`config.mk`:
```
export PLATFORM = sky130hd
export DESIGN_NAME = pts_front
export DESIGN_NICKNAME = d
export VERILOG_FILES = /design/src/pts_pkg.sv /design/src/pts_front.sv
export SDC_FILE = /design/constraint.sdc
export NUM_CORES = 1
export LEC_CHECK = 0
export ABC_AREA = 1
export CAP_MARGIN = 25
export CORE_ASPECT_RATIO = 0.9
export CORE_MARGIN = 3
export CORE_UTILIZATION = 40
export CTS_CLUSTER_DIAMETER = 80
export DETAILED_ROUTE_END_ITERATION = 12
export DONT_BUFFER_PORTS = 1
export SLEW_MARGIN = 20
export SYNTH_ARGS = -nofsm -noshare
export SYNTH_HDL_FRONTEND = slang
export SYNTH_SLANG_ARGS = --single-unit
export TNS_END_PERCENT = 30
```
`constraint.sdc`:
```
create_clock -name i_clk -period 4.7 [get_ports i_clk]
set_input_delay 0.235 -clock i_clk [delete_from_list [all_inputs] [get_ports i_clk]]
set_output_delay 0.235 -clock i_clk [all_outputs]
set_load 0.02 [all_outputs]
```
`src/pts_pkg.sv`:
```
package pts_pkg;

    // Default table size
    localparam int SLOTS_DEF = 64;

    // Input kind codes
    localparam logic [2:0] KIND_READY    = 3'd0;
    localparam logic [2:0] KIND_UNREADY  = 3'd1;
    localparam logic [2:0] KIND_DISPATCH = 3'd2;
    localparam logic [2:0] KIND_RUN_DONE = 3'd3;
    localparam logic [2:0] KIND_PAUSE    = 3'd4;
    localparam logic [2:0] KIND_CLEAR    = 3'd5;

    // Outcome codes
    localparam logic [1:0] OUT_OK     = 2'd0;
    localparam logic [1:0] OUT_PAUSED = 2'd1;
    localparam logic [1:0] OUT_EMPTY  = 2'd2;

    // Policy codes
    localparam logic [1:0] POL_RR     = 2'd0;
    localparam logic [1:0] POL_FEWEST = 2'd1;
    localparam logic [1:0] POL_OLDEST = 2'd2;

    // Configuration register indexes
    localparam logic CFG_POLICY = 1'b0;
    localparam logic CFG_WEIGHT = 1'b1;

    localparam logic [1:0]  POLICY_RST = 2'd0;
    localparam logic [3:0]  WEIGHT_RST = 4'd5;
    localparam logic [3:0]  WEIGHT_MAX = 4'd10;
    localparam logic [31:0] COUNT_MAX  = 32'hFFFF_FFFF;

    // Weighted sum width: ten times a 32-bit value
    localparam int ACC_W     = 36;
    // Shift-and-add steps of the divide by ten, correction included
    localparam int DIV_STEPS = 7;

    localparam int IN_DATA_W  = 72;
    localparam int OUT_DATA_W = 40;

    typedef enum logic [2:0] {
        OP_READY,
        OP_UNREADY,
        OP_DISPATCH,
        OP_RUN_DONE,
        OP_PAUSE,
        OP_CLEAR,
        OP_NOP
    } t_op;

    typedef enum logic [1:0] {
        STAT_IDLE,
        STAT_READY,
        STAT_RUNNING
    } t_status;

    typedef enum logic [3:0] {
        BK_IDLE,
        BK_SCAN,
        BK_PICK,
        BK_DECIDE,
        BK_CNT_WR,
        BK_MUL,
        BK_DIV,
        BK_MEAN_WR,
        BK_OUT
    } t_state;

    typedef struct packed {
        t_op         op;
        logic [5:0]  slot;
        logic [31:0] now;
        logic [31:0] pause_end;
    } t_item;

    typedef struct packed {
        logic [1:0]  outcome;
        logic [5:0]  chosen;
        logic [31:0] mean;
    } t_result;

endpackage

```
`src/pts_front.sv`:
```
module pts_front
    import pts_pkg::*;
#(
    parameter int SLOTS = SLOTS_DEF
) (
    input  logic                 i_clk,
    input  logic                 i_rst_n,
    input  logic                 i_tvalid,
    output logic                 o_tready,
    input  logic [IN_DATA_W-1:0] i_tdata,
    input  logic [2:0]           i_tuser,
    output t_item                o_item,
    output logic                 o_item_valid,
    input  logic                 i_pop
);

    t_item      r_q [2];
    logic       r_wp;
    logic       r_rp;
    logic [1:0] r_cnt;
    t_item      w_item;
    logic       w_slot_ok;
    logic       w_push;

    // Classify the incoming beat; out-of-range slots turn ready, not-ready and clear events into no-ops
    always_comb begin
        w_slot_ok      = int'(i_tdata[5:0]) < SLOTS;
        w_item.slot    = i_tdata[5:0];
        w_item.now     = i_tdata[37:6];
        w_item.pause_end = i_tdata[69:38];
        case (i_tuser)
            KIND_READY:    w_item.op = w_slot_ok ? OP_READY : OP_NOP;
            KIND_UNREADY:  w_item.op = w_slot_ok ? OP_UNREADY : OP_NOP;
            KIND_DISPATCH: w_item.op = OP_DISPATCH;
            KIND_RUN_DONE: w_item.op = OP_RUN_DONE;
            KIND_PAUSE:    w_item.op = OP_PAUSE;
            KIND_CLEAR:    w_item.op = w_slot_ok ? OP_CLEAR : OP_NOP;
            default:       w_item.op = OP_NOP;
        endcase
    end

    assign o_tready     = (r_cnt != 2'd2);
    assign w_push       = i_tvalid && o_tready;
    assign o_item       = r_q[r_rp];
    assign o_item_valid = (r_cnt != 2'd0);

    // Two-entry queue toward the executor
    always_ff @(posedge i_clk) begin
        if (!i_rst_n) begin
            r_wp  <= 1'b0;
            r_rp  <= 1'b0;
            r_cnt <= 2'd0;
        end else begin
            if (w_push) begin
                r_wp <= ~r_wp;
            end
            if (i_pop) begin
                r_rp <= ~r_rp;
            end
            r_cnt <= r_cnt + 2'(w_push) - 2'(i_pop);
        end
    end

    always_ff @(posedge i_clk) begin
        if (w_push) begin
            r_q[r_wp] <= w_item;
        end
    end

endmodule

```
* Word-level counts from Yosys, hierarchy flattened
Memories as Yosys holds them, arrays and structs flattened. A register that Yosys moved wholly into a read port is not among the register bits. Index checks and enable logic that the tools add are counted.
Cells by class: add/subtract/negate cells 2, equality and inequality tests 6, bitwise operators 2, mux-type cells 5, reductions and logical operators 3
Operators with widths (number):
- 3-bit case mux with 6 select lines | 1
- 3-bit by 2-bit == test with 1-bit output, second input constant | 2
- 3-bit == test, second input constant | 2
- 1-bit 2-to-1 mux | 4
- 3-bit by 1-bit == test with 1-bit output, second input constant | 1
- 3-bit zero test | 1
- 2-bit by 1-bit adder with 2-bit output | 1
- 2-bit inequality test, second input constant | 1
- 1-bit NOT | 2
- 2-bit nonzero test | 1
- 2-bit by 1-bit subtractor with 2-bit output | 1
- 1-bit logical AND | 1
Storage, ports and cells: output and inout bits 75, memory bits (writable) 146, bits in registers 4, logic and storage cells 22, input port bits 79, memories kept 1
Memory list:
- r_q | words 2, bits a word 73, rd ports 1, clocked after Yosys merged registers in 1, write ports 1, line pts_front.sv:17 | t_item r_q [2];

* Logic depth before layout (Yosys ltp)
depth in word-level cells 4, gate-level depth with buffers 11, gate-level depth less buffers 11

* Least setup slack after synthesis
No wires, ideal clock.
path kind register to register, start reg r_cnt[0], end mem r_q[1][0] (netlist bit), enable pin, cell stages (with the launch flop) 5, data required time 4.194 ns, arrival time 3.815 ns, period minus slack after synthesis 4.321 ns, library setup time 0.506 ns, buffers on the path 0, path slack 0.379 ns, cells stage by stage dfxtp_1 -> inv_1 -> nand2_1 -> nand2_1 -> nor2_1
Between the ends: longest elaborated chain between the ends 4
Ends and longest elaborated chain:
- from (decl) | line pts_front.sv:20 | logic [1:0] r_cnt;
- from (signal assigned) | line pts_front.sv:60 | r_cnt <= r_cnt + 2'(w_push) - 2'(i_pop);
- 2-bit inequality test | line pts_front.sv:42 | assign o_tready = (r_cnt != 2'd2);
- net o_tready | line pts_front.sv:9 | output logic o_tready,
- 1-bit logical AND | line pts_front.sv:43 | assign w_push = i_tvalid && o_tready;
- 1-bit 2-to-1 mux | line pts_front.sv:65 | if (w_push) begin
- 1-bit 2-to-1 mux (implied by the code) | line pts_front.sv:66 | r_q[r_wp] <= w_item;
- to (decl) | line pts_front.sv:17
The timed path passes the listed nets, and every way through them passes these cells.

==> out/metrics.yaml <==
ys_ff_latch: 151
pwr-share-clk: 0.400
fin_crit_sh: 0.544
max_cap_viol_count: 0
endpoint_kind: "primary output"
seqPwrFrac: 0.479
drive_gt1_frac: 0.305
cts.repair.resized: 0
cts_tree: "yes"
core_mm2: 0.0142
wl_per_cell_um: 17.4
p_leak_nw: 2.66
status: "finished clean"
synthDistinctLibCells: 15
synth_ff_type: "edfxtp_1"
synth_common_cells: "edfxtp_1, mux2_4, nand2_1"
worst_path_max_delay_cell: "dfxtp_4"
internal_power_mw: 2.67
slew-limit-headroom: 0.381
drtIter0Drc: 146
netlist_area_mm2: 0.00586
routed_wl_um: 9680
cts_sinks: 151
yosys.area.top_type: "edfxtp_1"
io_pins: 154
fmax_mhz: 391
final_util: 0.519
crit_fanout: 49
hold_viol: 0
p_per_area_mw_per_mm2: 470
power.switching_mw: 0.783
rsz0062_at_grt: "false"
antenna_found_initial: 0
track_usage: 0.126
vias: 2539
synth_nets: 343
clk_pin_slew_worst_paths_ns: 0.06
timing.hold.ws_ns: 0.0248
overflow: 0
diodes: 0
hpwl_um: 6040
cts_buffer_depth: 2
grt_pass1_wl_um: 15200
worstMarginPinSlew_ns: 0.928
synth_area_per_cell_um2: 22.3
slew_violations: 0
netlist_top_cells_area: "edfxtp_1, mux2_4, buf_12, dfxtp_1, nand2_1"
die_area_mm2: 0.0161
vdd_ir_drop_max_mv: 0.451
period_minus_slack_ns: 2.56
tns_ns: 0
synth_warnings: 0
vias_per_cell: 4.56
final_nets: 431
post_cts_buffers: 0
crit_type: "reg2out"
remaining_drc_errors: 0
arrival_ns: 2.32
rows: 41
p_sw_frac: 0.227
grt_pass1_vias: 2779
cts_buffers: 17
hold_path.class: "in2reg"
async_reset_ff_frac: 0
yosysTopAreaCellShare: 0.749
initial_core_util: 0.414
yosysMostFrequentCell: "edfxtp_1"
syn_to_final_growth_pct: 25.5
skew_ns: 0.00451
first_pass_iters: 2
die_w_um: 134
clock_latency_ns: 0.41
ant_nets: 0
start_kind: "flip-flop"
crit_path_max_incr_delay_ns: 0.97
cts-root-buf: "clkbuf_16"
syn_inst: 263
crit_required_ns: 4.47
htreeDepth: 4
synth_edf_count: 146
p_comb_frac: 0.121
gp_congestion: 0.687
setup_viol: 0
seq_area_frac_synth: 0.766
grt_max_degree: 50
path_cells: "buf_4 -> mux2_4"
total_power_mw: 3.45
io_buffers: 0
die_h_um: 121
-- layout by cell type (no fill, tap or decap), drive strengths merged --
| cell | synthesis | routed |
|---|---|---|
| a21oi | 1 | 1 |
| nor2 | 7 | 7 |
| nand2 | 12 | 12 |
| edfxtp | 146 | 146 |
| a21boi | 1 | 1 |
| buf | 8 | 5 |
| clkinv | 0 | 9 |
| dlygate4sd3 | 0 | 74 |
| clkbuf | 2 | 18 |
| xnor2 | 1 | 1 |
| mux2 | 73 | 73 |
| nand3 | 1 | 1 |
| clkinvlp | 0 | 1 |
| ha | 1 | 1 |
| dfxtp | 5 | 5 |
| bufinv | 0 | 4 |
| inv | 5 | 5 |
-- flip-flops by register name (all words and copies together) (netlist names), named ones only --
signal	cells
r_wp	1
r_q	146
r_cnt	2
r_rp	1
-- layer usage --
layer	global-route usage	wire [um]	vias up
met5	0	0	-
met4	0.0443	87	0
met3	0.0636	788	7
met2	0.207	4960	102
met1	0.141	3840	1238
li1	-	-	1192
-- area by class of cell --
type,count,area (um^2)
timing repair buffer,79,778
fill,1164,6810
clock inverter,14,183
clock buffer,18,429
multi-input combinational,97,1210
sequential,151,4490
inverter,5,18.8
tap,193,241
-- power by group through the flow --
stage	clock network (mW)	logic, mW	registers [mW]
6_report	1.38	0.417	1.65
3_3_place_gp	0	0.365	1.68
5_1_grt	1.48	0.446	1.67
4_1_cts	1.42	0.427	1.66
3_5_place_dp	0	0.367	1.69
2_1_floorplan	0	0.340	1.67
-- worst paths after layout --
path / start / to / slack (ns) / cells past startpoint
worst max-delay path: flip-flop / o_item[56] / 2.14 / 2
worst min-delay path: i_pop / r_cnt[1] / 0.02 / 3
worst max register to register: r_cnt[0] / r_q[0][49] / 2.28 / 5
worst min register to register: r_rp / r_rp / 0.50 / 2
-- repair_timing --
action                                  in CTS  in global routing
endpoints found under the setup margin       0                  0
endpoints found under the hold margin      149                  0
hold buffers                                74                  0
-- metrics by stage --
| stage | instance area (um^2) | std cells | worst slack (ns) |
|---|---|---|---|
| final | 7350 | 557 | 2.14 |
| after global routing | 7350 | 557 | 1.96 |
| after CTS | 7350 | 557 | 2.06 |
| after detailed placement | 6000 | 451 | 2.19 |
| after global placement | 6000 | 451 | 2.25 |
| after floorplan | 5860 | 263 | 0.379 |
-- critical path: cells and delay by family (launching register included) --
kind	cells	cell delay, ns
flip-flops	1	0.97
buffers and inverters	1	0.53
multiplexers	1	0.39
-- logic make-up (layout without fill, tap and decap cells) --
family                     count (synthesis)  after routing  synth area share
xor gates and xnor gates                   1              1           0.00150
DFF                                      151            151             0.766
buffers and inverters                     15            116            0.0303
adders and majority gates                  1              1           0.00214
AOI/OAI and AO/OA                          2              2           0.00214
muxes                                     73             73             0.185
and+or+nand+nor                           20             20            0.0130
(Power assumes the default switching activity.)
